--- src/sv/cbm_pkg.sv ---
`default_nettype none

package cbm_pkg;

    localparam int CFG_ADDR_W = 3;
    localparam int CFG_DATA_W = 8;

    typedef enum logic [1:0] {
        CMD_CPU_RD = 2'd0,
        CMD_CPU_WR = 2'd1,
        CMD_PPU_RD = 2'd2,
        CMD_PPU_WR = 2'd3
    } cmd_t;

    typedef enum logic [2:0] {
        TGT_OPEN  = 3'd0,
        TGT_LATCH = 3'd1,
        TGT_PRAM  = 3'd2,
        TGT_PROM  = 3'd3,
        TGT_NT    = 3'd4,
        TGT_CROM  = 3'd5,
        TGT_CRAM  = 3'd6,
        TGT_ZERO  = 3'd7
    } target_t;

    typedef enum logic [CFG_ADDR_W-1:0] {
        CFG_A0_LINE   = 3'd0,
        CFG_A1_LINE   = 3'd1,
        CFG_HAS_PRAM  = 3'd2,
        CFG_PROM_BANKS = 3'd3,
        CFG_HAS_CROM  = 3'd4,
        CFG_HAS_CRAM  = 3'd5
    } cfg_idx_t;

    typedef struct packed {
        logic [1:0]  cmd;
        logic [15:0] bus_address;
        logic [7:0]  write_data;
    } req_t;

    typedef struct packed {
        logic [2:0]  target;
        logic [17:0] mem_address;
        logic        is_write;
        logic [7:0]  data_out;
        logic        latch_value;
    } rsp_t;

    typedef struct packed {
        logic [2:0] a0_line;
        logic [2:0] a1_line;
        logic       has_prg_ram;
        logic [4:0] prg_rom_banks;
        logic       has_chr_rom;
        logic       has_chr_ram;
    } cfg_t;

    typedef struct packed {
        logic [1:0][4:0] prog_bank;
        logic [7:0][7:0] char_bank;
        logic [1:0]      mirror_mode;
        logic            latch_bit;
    } map_state_t;

    // Register-file update requested by one access
    typedef struct packed {
        logic       prg0_we;
        logic       prg1_we;
        logic       mirror_we;
        logic       chr_we;
        logic [2:0] chr_idx;
        logic       chr_hi;
        logic       latch_we;
        logic [7:0] data;
    } upd_t;

endpackage

`default_nettype wire

--- src/sv/cbm_if.sv ---
`default_nettype none

interface cbm_req_if;
    logic        valid;
    logic        ready;
    logic [1:0]  cmd;
    logic [15:0] bus_address;
    logic [7:0]  write_data;

    modport source (output valid, output cmd, output bus_address, output write_data,
                    input ready);
    modport sink   (input valid, input cmd, input bus_address, input write_data,
                    output ready);
endinterface

interface cbm_rsp_if;
    logic        valid;
    logic        ready;
    logic [2:0]  target;
    logic [17:0] mem_address;
    logic        is_write;
    logic [7:0]  data_out;
    logic        latch_value;

    modport source (output valid, output target, output mem_address, output is_write,
                    output data_out, output latch_value, input ready);
    modport sink   (input valid, input target, input mem_address, input is_write,
                    input data_out, input latch_value, output ready);
endinterface

interface cbm_cfg_if;
    logic       valid;
    logic       ready;
    logic [2:0] addr;
    logic [7:0] data;

    modport source (output valid, output addr, output data, input ready);
    modport sink   (input valid, input addr, input data, output ready);
endinterface

`default_nettype wire

--- src/sv/cbm_bank_regs.sv ---
`default_nettype none

module cbm_bank_regs
    import cbm_pkg::*;
(
    input  wire logic                  clk,
    input  wire logic                  rst_n,
    input  wire logic                  cfg_we,
    input  wire logic [CFG_ADDR_W-1:0] cfg_addr,
    input  wire logic [CFG_DATA_W-1:0] cfg_data,
    input  wire logic                  fire,
    input  wire upd_t                  upd,
    output cfg_t                       cfg,
    output map_state_t                 st
);

    cfg_t       cfg_reg, cfg_next;
    map_state_t st_reg, st_next;

    always_comb
    begin
        cfg_next = cfg_reg;
        if (cfg_we)
        begin
            case (cfg_addr)
                CFG_A0_LINE:    cfg_next.a0_line       = cfg_data[2:0];
                CFG_A1_LINE:    cfg_next.a1_line       = cfg_data[2:0];
                CFG_HAS_PRAM:   cfg_next.has_prg_ram   = cfg_data[0];
                CFG_PROM_BANKS: cfg_next.prg_rom_banks = cfg_data[4:0];
                CFG_HAS_CROM:   cfg_next.has_chr_rom   = cfg_data[0];
                CFG_HAS_CRAM:   cfg_next.has_chr_ram   = cfg_data[0];
                default:        cfg_next = cfg_reg;
            endcase
        end
    end

    always_comb
    begin
        st_next = st_reg;
        if (fire)
        begin
            if (upd.prg0_we)
                st_next.prog_bank[0] = upd.data[4:0];
            if (upd.prg1_we)
                st_next.prog_bank[1] = upd.data[4:0];
            if (upd.mirror_we)
                st_next.mirror_mode = upd.data[1:0];
            if (upd.latch_we)
                st_next.latch_bit = upd.data[0];
            // Character banks load one nibble per write
            if (upd.chr_we)
            begin
                if (upd.chr_hi)
                    st_next.char_bank[upd.chr_idx][7:4] = upd.data[3:0];
                else
                    st_next.char_bank[upd.chr_idx][3:0] = upd.data[3:0];
            end
        end
    end

    always_ff @(posedge clk or negedge rst_n)
    begin
        if (!rst_n)
        begin
            cfg_reg               <= '{a1_line: 3'd1, default: '0};
            st_reg                <= '0;
        end
        else
        begin
            cfg_reg <= cfg_next;
            st_reg  <= st_next;
        end
    end

    assign cfg = cfg_reg;
    assign st  = st_reg;

endmodule

`default_nettype wire

--- src/sv/cbm_translate.sv ---
`default_nettype none

module cbm_translate
    import cbm_pkg::*;
(
    input  wire req_t       req,
    input  wire cfg_t       cfg,
    input  wire map_state_t st,
    output rsp_t            rsp,
    output upd_t            upd
);

    localparam logic [3:0] PAGE_PRG0      = 4'h8;
    localparam logic [3:0] PAGE_MIRROR    = 4'h9;
    localparam logic [3:0] PAGE_PRG1      = 4'hA;
    localparam logic [3:0] PAGE_CHR_FIRST = 4'hB;
    localparam logic [3:0] PAGE_CHR_LAST  = 4'hE;

    localparam logic [1:0] MIR_VERTICAL   = 2'd0;
    localparam logic [1:0] MIR_HORIZONTAL = 2'd1;
    localparam logic [1:0] MIR_SINGLE_LO  = 2'd2;

    always_comb
    begin
        logic [15:0] a;
        logic        cpu;
        logic        wr_cmd;
        logic [3:0]  page;
        logic        s0;
        logic        s1;
        logic [3:0]  chr_off;
        logic [4:0]  bank;
        logic [7:0]  cbank;
        logic [10:0] nt_addr;

        a       = req.bus_address;
        cpu     = (req.cmd == CMD_CPU_RD) || (req.cmd == CMD_CPU_WR);
        wr_cmd  = (req.cmd == CMD_CPU_WR) || (req.cmd == CMD_PPU_WR);
        page    = a[15:12];
        s0      = a[cfg.a0_line];
        s1      = a[cfg.a1_line];
        chr_off = page - PAGE_CHR_FIRST;
        cbank   = st.char_bank[a[12:10]];

        case (a[14:13])
            2'd0:    bank = st.prog_bank[0];
            2'd1:    bank = st.prog_bank[1];
            2'd2:    bank = cfg.prg_rom_banks - 5'd2;
            default: bank = cfg.prg_rom_banks - 5'd1;
        endcase

        case (st.mirror_mode)
            MIR_VERTICAL:   nt_addr = {a[10], a[9:0]};
            MIR_HORIZONTAL: nt_addr = {a[11], a[9:0]};
            MIR_SINGLE_LO:  nt_addr = {1'b0, a[9:0]};
            default:        nt_addr = {1'b1, a[9:0]};
        endcase

        rsp.target      = TGT_OPEN;
        rsp.mem_address = '0;
        rsp.is_write    = 1'b0;
        upd             = '0;
        upd.data        = req.write_data;
        upd.chr_idx     = {chr_off[1:0], s1};
        upd.chr_hi      = s0;

        if (cpu)
        begin
            if (a[15])
            begin
                if (wr_cmd)
                begin
                    upd.prg0_we   = (page == PAGE_PRG0);
                    upd.mirror_we = (page == PAGE_MIRROR);
                    upd.prg1_we   = (page == PAGE_PRG1);
                    upd.chr_we    = (page >= PAGE_CHR_FIRST) && (page <= PAGE_CHR_LAST);
                end
                else
                begin
                    rsp.target      = TGT_PROM;
                    rsp.mem_address = {bank, a[12:0]};
                end
            end
            else if (a[14:13] == 2'b11)
            begin
                if (cfg.has_prg_ram)
                begin
                    rsp.target      = TGT_PRAM;
                    rsp.mem_address = {5'd0, a[12:0]};
                    rsp.is_write    = wr_cmd;
                end
                else if (!a[12])
                begin
                    // Without save RAM the low half holds a one-bit latch
                    if (wr_cmd)
                        upd.latch_we = 1'b1;
                    else
                        rsp.target = TGT_LATCH;
                end
            end
        end
        else if (a[13])
        begin
            rsp.target      = TGT_NT;
            rsp.mem_address = {7'd0, nt_addr};
            rsp.is_write    = wr_cmd;
        end
        else if (wr_cmd)
        begin
            if (cfg.has_chr_ram)
            begin
                rsp.target      = TGT_CRAM;
                rsp.mem_address = {cbank, a[9:0]};
                rsp.is_write    = 1'b1;
            end
        end
        else if (cfg.has_chr_rom)
        begin
            rsp.target      = TGT_CROM;
            rsp.mem_address = {cbank, a[9:0]};
        end
        else if (cfg.has_chr_ram)
        begin
            rsp.target      = TGT_CRAM;
            rsp.mem_address = {cbank, a[9:0]};
        end
        else
        begin
            rsp.target = TGT_ZERO;
        end

        rsp.data_out    = rsp.is_write ? req.write_data : 8'd0;
        rsp.latch_value = upd.latch_we ? req.write_data[0] : st.latch_bit;
    end

endmodule

`default_nettype wire

--- src/sv/cartridge_bank_mapper_core.sv ---
// Bank-switching cartridge mapper: translates one CPU or PPU bus access per word on req into
// a target memory and address on rsp. Each access is registered on entry, decoded
// combinationally against the bank registers and registered again on exit, and one word is
// taken every cycle while rsp keeps draining. Bank, mirroring and latch updates take effect
// in access order: an access sees every update made by earlier ones.
// Configuration words on cfg are always taken and should be written while the block is idle.
`default_nettype none

module cartridge_bank_mapper_core
    import cbm_pkg::*;
(
    input  wire logic clk,
    input  wire logic rst_n,
    cbm_cfg_if.sink   cfg,
    cbm_req_if.sink   req,
    cbm_rsp_if.source rsp
);

    logic       in_vld_reg, in_vld_next;
    req_t       in_word_reg;
    logic       out_vld_reg, out_vld_next;
    rsp_t       out_word_reg;

    logic       out_free;
    logic       fire;
    logic       take;
    cfg_t       cur_cfg;
    map_state_t cur_st;
    rsp_t       xl_rsp;
    upd_t       xl_upd;

    assign out_free  = !out_vld_reg || rsp.ready;
    assign fire      = in_vld_reg && out_free;
    assign req.ready = !in_vld_reg || out_free;
    assign take      = req.valid && req.ready;
    assign cfg.ready = 1'b1;

    cbm_bank_regs u_regs (
        .clk      (clk),
        .rst_n    (rst_n),
        .cfg_we   (cfg.valid),
        .cfg_addr (cfg.addr),
        .cfg_data (cfg.data),
        .fire     (fire),
        .upd      (xl_upd),
        .cfg      (cur_cfg),
        .st       (cur_st)
    );

    cbm_translate u_xlate (
        .req (in_word_reg),
        .cfg (cur_cfg),
        .st  (cur_st),
        .rsp (xl_rsp),
        .upd (xl_upd)
    );

    always_comb
    begin
        in_vld_next  = take || (in_vld_reg && !fire);
        out_vld_next = fire || (out_vld_reg && !rsp.ready);
    end

    always_ff @(posedge clk or negedge rst_n)
    begin
        if (!rst_n)
        begin
            in_vld_reg  <= 1'b0;
            out_vld_reg <= 1'b0;
        end
        else
        begin
            in_vld_reg  <= in_vld_next;
            out_vld_reg <= out_vld_next;
        end
    end

    // Payload registers: hold unless a new word moves in
    always_ff @(posedge clk)
    begin
        if (take)
        begin
            in_word_reg.cmd         <= req.cmd;
            in_word_reg.bus_address <= req.bus_address;
            in_word_reg.write_data  <= req.write_data;
        end
        if (fire)
            out_word_reg <= xl_rsp;
    end

    assign rsp.valid       = out_vld_reg;
    assign rsp.target      = out_word_reg.target;
    assign rsp.mem_address = out_word_reg.mem_address;
    assign rsp.is_write    = out_word_reg.is_write;
    assign rsp.data_out    = out_word_reg.data_out;
    assign rsp.latch_value = out_word_reg.latch_value;

endmodule

`default_nettype wire

--- src/flat_wrapper.sv ---
// flat-port wrapper written by rule: the top's interface ports become plain ports
module cartridge_bank_mapper_core_flat import cbm_pkg::*;
  (clk, rst_n, cfg_valid, cfg_addr, cfg_data, cfg_ready, req_valid, req_cmd, req_bus_address, req_write_data, req_ready, rsp_valid, rsp_target, rsp_mem_address, rsp_is_write, rsp_data_out, rsp_latch_value, rsp_ready);
  cbm_cfg_if cfg_i ();
  cbm_req_if req_i ();
  cbm_rsp_if rsp_i ();
  input  wire logic clk;
  input  wire logic rst_n;
  input wire logic [$bits(cfg_i.valid)-1:0] cfg_valid;
  input wire logic [$bits(cfg_i.addr)-1:0] cfg_addr;
  input wire logic [$bits(cfg_i.data)-1:0] cfg_data;
  output wire logic [$bits(cfg_i.ready)-1:0] cfg_ready;
  input wire logic [$bits(req_i.valid)-1:0] req_valid;
  input wire logic [$bits(req_i.cmd)-1:0] req_cmd;
  input wire logic [$bits(req_i.bus_address)-1:0] req_bus_address;
  input wire logic [$bits(req_i.write_data)-1:0] req_write_data;
  output wire logic [$bits(req_i.ready)-1:0] req_ready;
  output wire logic [$bits(rsp_i.valid)-1:0] rsp_valid;
  output wire logic [$bits(rsp_i.target)-1:0] rsp_target;
  output wire logic [$bits(rsp_i.mem_address)-1:0] rsp_mem_address;
  output wire logic [$bits(rsp_i.is_write)-1:0] rsp_is_write;
  output wire logic [$bits(rsp_i.data_out)-1:0] rsp_data_out;
  output wire logic [$bits(rsp_i.latch_value)-1:0] rsp_latch_value;
  input wire logic [$bits(rsp_i.ready)-1:0] rsp_ready;
  assign cfg_i.valid = cfg_valid;
  assign cfg_i.addr = cfg_addr;
  assign cfg_i.data = cfg_data;
  assign cfg_ready = cfg_i.ready;
  assign req_i.valid = req_valid;
  assign req_i.cmd = req_cmd;
  assign req_i.bus_address = req_bus_address;
  assign req_i.write_data = req_write_data;
  assign req_ready = req_i.ready;
  assign rsp_valid = rsp_i.valid;
  assign rsp_target = rsp_i.target;
  assign rsp_mem_address = rsp_i.mem_address;
  assign rsp_is_write = rsp_i.is_write;
  assign rsp_data_out = rsp_i.data_out;
  assign rsp_latch_value = rsp_i.latch_value;
  assign rsp_i.ready = rsp_ready;
  cartridge_bank_mapper_core u_core (.clk(clk), .rst_n(rst_n), .cfg(cfg_i), .req(req_i), .rsp(rsp_i));
endmodule
--- config.mk ---
export PLATFORM = sky130hd
export DESIGN_NAME = cartridge_bank_mapper_core_flat
export DESIGN_NICKNAME = d
export VERILOG_FILES = /design/src/sv/cbm_pkg.sv /design/src/sv/cbm_if.sv /design/src/sv/cbm_bank_regs.sv /design/src/sv/cbm_translate.sv /design/src/sv/cartridge_bank_mapper_core.sv /design/src/flat_wrapper.sv
export SDC_FILE = /design/constraint.sdc
export NUM_CORES = 1
export LEC_CHECK = 0
export ABC_AREA = 1
export BUFFER_PORTS_ARGS = -buffer_cell sky130_fd_sc_hd__buf_2
export CELL_PAD_IN_SITES_DETAIL_PLACEMENT = 1
export CELL_PAD_IN_SITES_GLOBAL_PLACEMENT = 1
export CORE_UTILIZATION = 48
export CTS_CLUSTER_DIAMETER = 120
export DETAILED_ROUTE_END_ITERATION = 8
export PLACE_DENSITY_LB_ADDON = 0.1
export SKIP_CTS_REPAIR_TIMING = 1
export SYNTH_ARGS = -nofsm -noshare
export SYNTH_HDL_FRONTEND = slang
export SYNTH_SLANG_ARGS = --single-unit
export TNS_END_PERCENT = 5
--- constraint.sdc ---
create_clock -name clk -period 4.97 [get_ports clk]
set_input_delay 1.491 -clock clk [delete_from_list [all_inputs] [get_ports clk]]
set_output_delay 1.491 -clock clk [all_outputs]
set_load 0.02 [all_outputs]
**Word-level counts from Yosys, hierarchy flattened**

Cells that the tools add are included.

- Add/sub/neg operators: 3
- $mul: 0
- Div/mod/pow operators: 0
- Order comparisons: 7
- Equality and inequality tests: 15
- Shift operators: 0
- Muxes and demuxes: 41
- Bitwise logic cells: 0
- Reduce and logical (&&, ||, !) cells: 30

Operators with widths:

| operator | count |
|---|---|
| 64-bit bitwise mux | 2 |
| 22-bit two-way mux | 3 |
| 64-bit two-way mux | 1 |
| 20-bit two-way mux | 3 |
| 8-bit demux with 3-bit select | 2 |
| 21-bit two-way mux | 2 |
| 11-bit one-hot mux with 3 select lines | 1 |
| 8-bit binary-select mux with 3-bit select | 1 |
| 2-bit AND reduction | 10 |
| 18-bit two-way mux | 1 |
| 4-bit two-way mux | 4 |
| 8-bit two-way mux | 2 |
| 5-bit one-hot mux with 3 select lines | 1 |
| 1-bit two-way mux | 14 |
| 14-bit two-way mux | 1 |
| 4-bit equality test, second input constant | 3 |
| 3-bit by 5-bit < comparator with 1-bit output, second input constant | 2 |
| 2-bit equality test, second input constant | 4 |
| 3-bit by 4-bit < comparator with 1-bit output, second input constant | 2 |
| 1-bit binary-select mux with 3-bit select | 2 |
| 2-bit by 1-bit equality test with 1-bit output, second input constant | 3 |
| 3-bit by 2-bit equality test with 1-bit output, second input constant | 2 |
| 3-bit equality test, second input constant | 2 |
| 1-bit logical AND | 6 |
| other kinds (12) | 22 |

- Register bits after elaboration: 150
- Bits in latches: 0
- Memory bits (writable): 0
- Bits in read-only memories: 0
- Bits of input ports: 42
- Output and inout bits: 34
- Word-level logic and storage cells: 124
- Memories kept: 0

**Logic depth before layout (Yosys ltp)**

Gate-level depths: netlist of the first run.

- Depth in word-level cells: 9
- Depth in mapped cells: 11
- Depth with buffers taken out: 10

**By module**

A second synthesis of the first run with hierarchy kept.

- Cell total of the unflattened synthesis: 819
- Area, all modules: 7103.1 um^2

By module, submodules not included:

| module | instances | cells each | area an instance (um^2) | seq. area each (um^2) |
|---|---|---|---|---|
| cbm_bank_regs | 1 | 433 | 3726.1 | 2278.4 |
| cartridge_bank_mapper_core | 1 | 71 | 1818.0 | 1761.7 |
| cbm_translate | 1 | 315 | 1559.0 | 0.0 |

**Least setup slack after synthesis of the first run**

Ideal clock, no wire load.

- Path kind: input to output
- Start: input rsp_ready
- End: output req_ready
- Data arrival time: 1.744 ns
- Data required time: 3.479 ns
- Path slack: 1.735 ns
- Stages on the path: 2
- Path buffers: 0
- Path through: inv_1 > nand3_1

- Word-level cells in the longest chain between the ends: 2

Ends and longest elaborated chain:

| element | line | RTL |
|---|---|---|
| start: declaration | flat_wrapper.sv:24 | `input wire logic [$bits(rsp_i.ready)-1:0] rsp_ready;` |
| 1-bit logical OR | cartridge_bank_mapper_core.sv:32 | `assign out_free = !out_vld_reg \|\| rsp.ready;` |
| 1-bit logical OR | cartridge_bank_mapper_core.sv:34 | `assign req.ready = !in_vld_reg \|\| out_free;` |
| end: declaration | flat_wrapper.sv:17 | `output wire logic [$bits(req_i.ready)-1:0] req_ready;` |

No other way between the ends.

**Worst setup path after layout of the first run**

Ends and elaborated chain as after synthesis.

==> impl_metrics.py, run 1 <==
metrics = {
    "yosys": {
        "synth_common_cells": "nand2_1 (240), nand3_1 (100), dfrtp_1 (92), nor2_1 (69), o21ai_0 (68)",
        "synthMuxAreaShare": 0.001641,
        "synthXorXnorAreaFrac": 0.002553,
        "synth_area_leaders": "dfrtp_1 (34%), edfxtp_1 (25%), nand2_1 (13%), nand3_1 (7.3%), o21ai_0 (5.0%)",
        "synth_cells": 777,
        "synth_edf_count": 57,
        "syn_nets": 822,
        "synthFlopType": "dfrtp_1",
        "yosys.area_share.simple": 0.2676,
        "synth_fa_ha_area_frac": 0.005471,
        "synth_compound_area_frac": 0.08134,
        "yosysWarnings": 0,
        "synth_top_area_cell": "dfrtp_1",
        "ys_seq_area_frac": 0.5889,
        "synth_top_family_by_area": "simple AND/OR/NAND/NOR gates",
        "synth_top_cell_area_share": 0.3356,
        "synth-seq-cells": 150,
        "synthDistinctLibCells": 36,
        "yosysMostFrequentCell": "nand2_1",
        "postSynthAreaPerCell_sq_um": 8.829,
        "synth_area_sq_mm": 0.006860,
        "async_reset_ff_frac": 0.6200,
    },
    "power": {
        "combPwrFrac": 0.141,
        "sequentialPowerShare": 0.450,
        "internal_power_w": 0.002472,
        "max-vdd-ir-drop_v": 0.0003181,
        "powerDensity_mw_per_mm2": 432.3,
        "swShare": 0.2817,
        "pwr-share-clk": 0.409,
        "leakage_nw": 3.836,
        "p_sw_w": 0.0009695,
    },
    "floorplanning": {
        "core_sq_mm": 0.01393,
        "start_util": 0.4923,
        "die_area_sq_mm": 0.01477,
        "dieWidth_um": 121.6,
        "io-pin-count": 76,
        "core.rowCount": 43,
        "die_y_um": 121.6,
    },
    "sta": {
        "slew_viol_final": 0,
        "fin_skew_ns": 0.009760,
        "worstMarginPinSlew_ns": 1.244,
        "period_needed_ns": 3.440,
        "worst_slack_ns": 1.530,
        "timing.setup.tns_ns": 0,
        "slew_headroom": 0.1708,
        "setup_violations": 0,
        "finalCritPeriodShare": 0.6921,
        "grt_setup_unrepaired": "false",
        "finalHoldViolCount": 0,
        "fmax_mhz": 290.7,
    },
    "global_route": {
        "grt_pass1_wl_um": 31230,
        "grt_pass1_vias": 6100,
        "grt_overflow": 0,
        "grt_usage": 0.2825,
        "grt_max_degree": 78,
        "grt_util_met3": 0.05899,
        "antenna_found_initial": 0,
        "met1_usage": 0.3632,
        "grt-busiest-layer": "met2",
        "grtUsageMet2": 0.4766,
    },
    "cts": {
        "cts_tree": "done",
        "cts.sinks": 150,
        "cts_buffer_depth": 2,
        "path_clk_slew_ns": 0.06,
        "cts_root_buf": "clkbuf_16",
        "cts_buffers": 17,
        "htreeDepth": 4,
        "worstSkewPairLatency_ns": 0.43,
    },
    "critical_path": {
        "r2r_cells": 5,
        "critical_path.max_fanout": 3,
        "r2r_slack_ns": 1.84,
        "critPathKind": "primary input to output port",
        "r2r_start": "u_core.in_word_reg[18]",
        "r2r_end": "u_core.rsp.mem_address[15]",
        "required_ns": 3.48,
        "crit_start": "rsp_ready",
        "setup.worst_path.end": "req_ready",
        "critPathCaptureType": "output port",
        "cp-start-kind": "primary input",
        "crit_arrival_ns": 1.95,
    },
    "route": {
        "vias": 5735,
        "ant_nets": 0,
        "first_pass_iters": 4,
        "wire_per_inst_um": 18.52,
        "viasPerCell": 5.552,
        "drt-initial-drc-count": 371,
        "routed_wl_um": 19130,
        "drc": 0,
    },
    "place": {
        "placed_cell_area_sq_mm": 0.007323,
        "dpl.hpwl_um": 12590,
        "pre_cts_ws_ns": 1.397,
        "portBuffers": 71,
        "gp_congestion": 0.8470,
    },
    "hold_path": {
        "worstHoldPathCells": 2,
        "hold_path.class": "register to register",
    },
    "finish": {
        "largest_reg_flops": 77,
        "nNetsFinal": 885,
        "final_util": 0.5712,
        "final_area_sq_mm": 0.007960,
        "drive_above_1_share": 0.1524,
        "diodes": 0,
        "areaGrowthSynthToFinish_pct": 16.03,
    },
    "job": {
        "maxCapViolCount": 0,
    },
    "run_status": {
        "status": "finished clean",
    },
}
[cell families (layout without fill, tap and decap cells)]
kind of cell | Yosys count | in the layout
XOR/XNOR | 2 | 2
AO/OA/AOI/OAI | 99 | 99
flip-flops | 150 | 150
AND/OR/NAND/NOR | 434 | 434
other | 1 | 1
adder cells (fa/ha/maj) | 3 | 3
buffers and inverters | 87 | 163
multiplexers | 1 | 1
[how the worst min path moves through the flow]
| stage | start | endpoint | slack, ns |
|---|---|---|---|
| final | u_core.u_regs.st[22] | u_core.u_regs.st[22] | 0.47 |
| after global routing | u_core.u_regs.st[22] | u_core.u_regs.st[22] | 0.49 |
| after CTS | u_core.u_regs.st[22] | u_core.u_regs.st[22] | 0.47 |
| after detailed placement | u_core.u_regs.st[22] | u_core.u_regs.st[22] | 0.45 |
| after global placement | u_core.u_regs.st[22] | u_core.u_regs.st[22] | 0.45 |
| after floorplan | u_core.u_regs.st[15] | u_core.u_regs.st[15] | 0.44 |
[worst max-delay path, stage by stage]
cell,delay (ns)
buf_2,0.10
inv_1,0.07
nand3_1,0.11
buf_2,0.18
[power by group through the flow]
stage	sequential (W)	combinational [W]	clock, W
2_1_floorplan	0.00156	0.000297	0
5_1_grt	0.00157	0.000547	0.00146
4_1_cts	0.00155	0.000489	0.00142
3_3_place_gp	0.00156	0.000456	0
3_5_place_dp	0.00157	0.000482	0
6_report	0.00155	0.000484	0.00141
[cell type report]
| type | count | area, sq um |
|---|---|---|
| multi-input combinational | 540 | 2464 |
| fill | 1668 | 5974 |
| timing repair buffer | 74 | 380.4 |
| tap | 180 | 225.2 |
| clock buffer | 18 | 429.2 |
| inverter | 57 | 214.0 |
| sequential | 150 | 4040 |
| clock inverter | 14 | 207.7 |
[layer usage]
metal	vias to the layer above	routed length [um]
met5	-	0
met3	32	831
met4	0	356
met1	2877	8350
li1	2693	-
met2	133	9591
[metrics by stage]
stage / instances / total power [W] / hold WS [ns]
after floorplan: 777 / 0.001855 / 0.4366
after global placement: 1001 / 0.002016 / 0.4500
after detailed placement: 1001 / 0.002049 / 0.4537
after CTS: 1033 / 0.003460 / 0.4690
after global routing: 1033 / 0.003578 / 0.4908
final: 1033 / 0.003441 / 0.4709
[cells in the final DEF (no fill, tap or decap), drive strengths merged, types with 4 or more instances in the layout]
master,n
a21oi,9
clkinv,6
nand2,249
dfrtp,92
o22ai,4
inv,57
nor2,79
nand3,100
o211ai,10
bufinv,5
buf,74
clkbuf,18
edfxtp,57
o21ai,68
Power figures use the tool's default switching activity.
==> run 2, diff against run 1 <==
Settings changed: ABC_AREA 1 to 0, CORE_UTILIZATION 48 to 49.
Clock period 4.97 ns to 3.45 ns, I/O delays scaled along.
==> run 2 against run 1 <==
Against the previous run: worst hold slack improved by 0.015 ns; non-clock buffer count increased by 5; area after synthesis decreased by 0.89%; wire length decreased by 21%; combinational power increased by 31%; critical path depth decreased by 1; via count decreased by 32%; setup slack got worse by 0.62 ns; die area decreased by 2.9%; clock skew increased by 0.0031 ns.
==> impl_metrics.py, run 2 <==
metrics = {
    "place": {
        "portBuffers": 71,
        "dpl.hpwl_um": 10160,
        "pre_cts_ws_ns": 0.6412,
        "gp_congestion": 0.7619,
    },
    "power": {
        "max-vdd-ir-drop_v": 0.0003437,
        "sequentialPowerShare": 0.466,
        "combPwrFrac": 0.136,
        "leakage_nw": 3.492,
        "pwr-share-clk": 0.398,
        "internal_power_w": 0.003459,
        "powerDensity_mw_per_mm2": 590.2,
        "swShare": 0.2619,
        "p_sw_w": 0.001228,
    },
    "global_route": {
        "grt_overflow": 0,
        "grt_max_degree": 49,
        "antenna_found_initial": 0,
        "grt_usage": 0.2345,
        "grt_pass1_vias": 4428,
        "grt_pass1_wl_um": 24500,
    },
    "cts": {
        "htreeDepth": 4,
        "worstSkewPairLatency_ns": 0.43,
        "cts_root_buf": "clkbuf_16",
        "path_clk_slew_ns": 0.06,
        "cts_tree": "done",
        "cts.sinks": 150,
        "cts_buffers": 17,
        "cts_buffer_depth": 2,
    },
    "finish": {
        "layout_common_cells": "dfrtp_1 (92), mux2_2 (82), buf_2 (70)",
        "final_util": 0.5925,
        "layout_commonest_cell": "dfrtp_1",
        "largest_reg_flops": 77,
        "diodes": 0,
        "areaGrowthSynthToFinish_pct": 16.78,
        "nNetsFinal": 553,
        "drive_above_1_share": 0.4319,
    },
    "yosys": {
        "synth_area_sq_mm": 0.006799,
        "yosysWarnings": 0,
        "synth_cells": 431,
        "async_reset_ff_frac": 0.6200,
        "ys_seq_area_frac": 0.5942,
        "syn_nets": 476,
        "yosysMostFrequentCell": "dfrtp_1",
        "synth_common_cells": "dfrtp_1 (92), mux2_2 (82), edfxtp_1 (57), mux4_2 (23), and2_1 (20)",
        "synth_top_area_cell": "dfrtp_1",
        "synth_top_cell_area_share": 0.3386,
        "synth_edf_count": 57,
        "synthDistinctLibCells": 51,
        "synth_area_leaders": "dfrtp_1 (34%), edfxtp_1 (25%), mux2_2 (14%), mux4_2 (7.6%), nor4_4 (2.5%)",
        "synthFlopType": "dfrtp_1",
        "synth-seq-cells": 150,
        "postSynthAreaPerCell_sq_um": 15.77,
    },
    "floorplanning": {
        "core.rowCount": 42,
        "die_y_um": 119.8,
        "core_sq_mm": 0.01340,
        "io-pin-count": 76,
        "start_util": 0.5074,
        "die_area_sq_mm": 0.01435,
        "dieWidth_um": 119.8,
    },
    "critical_path": {
        "critical_path.max_fanout": 3,
        "critPathKind": "primary input to output port",
        "critPathCaptureType": "output port",
        "required_ns": 2.41,
        "r2r_cells": 3,
        "critPathBufInv": 2,
        "critPathMaxStageDelay_ns": 0.19,
        "slowest_stage": "buf_2",
        "r2r_end": "u_core.rsp.mem_address[17]",
        "crit_chain": "buf_2 > nand3b_1 > buf_2",
        "cp-start-kind": "primary input",
        "path_delay_family": "buffers and inverters",
        "critPathMostFrequentCell": "buf_2",
        "crit_arrival_ns": 1.50,
        "r2r_slack_ns": 0.92,
        "r2r_start": "u_core.in_word_reg[21]",
    },
    "route": {
        "ant_nets": 0,
        "first_pass_iters": 4,
        "viasPerCell": 5.605,
        "drt-initial-drc-count": 163,
        "drc": 0,
        "wire_per_inst_um": 21.60,
        "routed_wl_um": 15050,
        "vias": 3907,
    },
    "sta": {
        "worstMarginPinSlew_ns": 0.8740,
        "grt_setup_unrepaired": "false",
        "fin_skew_ns": 0.01288,
        "setup_violations": 0,
        "finalCritPeriodShare": 0.7356,
        "finalHoldViolCount": 0,
        "fmax_mhz": 394.0,
        "worst_slack_ns": 0.9121,
        "slew_headroom": 0.4161,
        "period_needed_ns": 2.538,
        "timing.setup.tns_ns": 0,
        "slew_viol_final": 0,
    },
    "job": {
        "maxCapViolCount": 0,
    },
    "hold_path": {
        "hold_path.class": "register to register",
        "min_from": "u_core.u_regs.st[8]",
        "min_to": "u_core.u_regs.st[8]",
        "worstHoldPathCells": 1,
    },
    "run_status": {
        "status": "finished clean",
    },
}
run 2: cell types whose count changed after synthesis, sizes merged, moves of 9 or more:
| cell | before | now |
|---|---|---|
| nor2 | 79 | 7 |
| mux2i | 0 | 13 |
| nand2 | 249 | 10 |
| mux2 | 1 | 93 |
| o21ai | 68 | 8 |
| inv | 56 | 9 |
| nand3 | 100 | 1 |
| nor4 | 0 | 9 |
| and2 | 0 | 20 |
| o211ai | 10 | 1 |
| mux4 | 0 | 23 |
run 2: worst max path at each step:
stage,start,endpoint,slack [ns],depth (start not counted)
detailed placement,rsp_ready,u_core.u_regs.st[33],0.64,5
global route,u_core.in_word_reg[21],u_core.rsp.mem_address[14],0.79,3
finish,rsp_ready,req_ready,0.91,3
CTS,u_core.u_regs.cfg[8],u_core.u_regs.st[5],0.90,4
floorplan,rsp_ready,u_core.u_regs.st[23],0.97,4
global placement,rsp_ready,u_core.u_regs.st[32],0.69,5
run 2: power groups by stage:
stage / Sequential [W] / Clock [W] / Combinational [W]
after floorplan: 0.00219 / 0 / 0.000450
after global routing: 0.00221 / 0.00196 / 0.000693
after global placement: 0.00220 / 0 / 0.000616
final: 0.00219 / 0.00187 / 0.000635
after CTS: 0.00219 / 0.00190 / 0.000648
after detailed placement: 0.00222 / 0 / 0.000638
run 2: cell type report:
class / count / area [sq um]
sequential: 150 / 4040
timing repair buffer: 79 / 430.4
tap: 176 / 220.2
clock buffer: 19 / 432.9
multi-input combinational: 250 / 2621
clock inverter: 13 / 157.7
fill: 1278 / 5460
inverter: 10 / 37.54
run 2: layer usage:
metal / wire length, um / share of wire / GRT usage
met5: 0 / 0 / 0
met4: 240 / 0.016 / 0.07344
met3: 532 / 0.035 / 0.06274
met2: 7637 / 0.51 / 0.3941
met1: 6641 / 0.44 / 0.2961
run 2: through the flow:
stage / power (W) / hold WS [ns] / cells / instance area [sq um]
after floorplan: 0.002638 / 0.4524 / 431 / 6799
after global placement: 0.002818 / 0.4648 / 665 / 7350
after detailed placement: 0.002855 / 0.4728 / 665 / 7350
after CTS: 0.004733 / 0.4889 / 697 / 7940
after global routing: 0.004863 / 0.5076 / 697 / 7940
final: 0.004686 / 0.4861 / 697 / 7940
run 2: cell families (layout without fill, tap and decap cells):
logic type / Yosys count / count (layout) / share of synthesized area
xor gates and xnor gates: 5 / 5 / 0.006441
other: 1 / 1 / 0.0005516
muxes: 129 / 129 / 0.2512
AOI/OAI and AO/OA: 27 / 27 / 0.02871
and+or+nand+nor: 85 / 85 / 0.09312
adders and majority gates: 3 / 3 / 0.005521
buffers and inverters: 31 / 121 / 0.02024
DFF: 150 / 150 / 0.5942
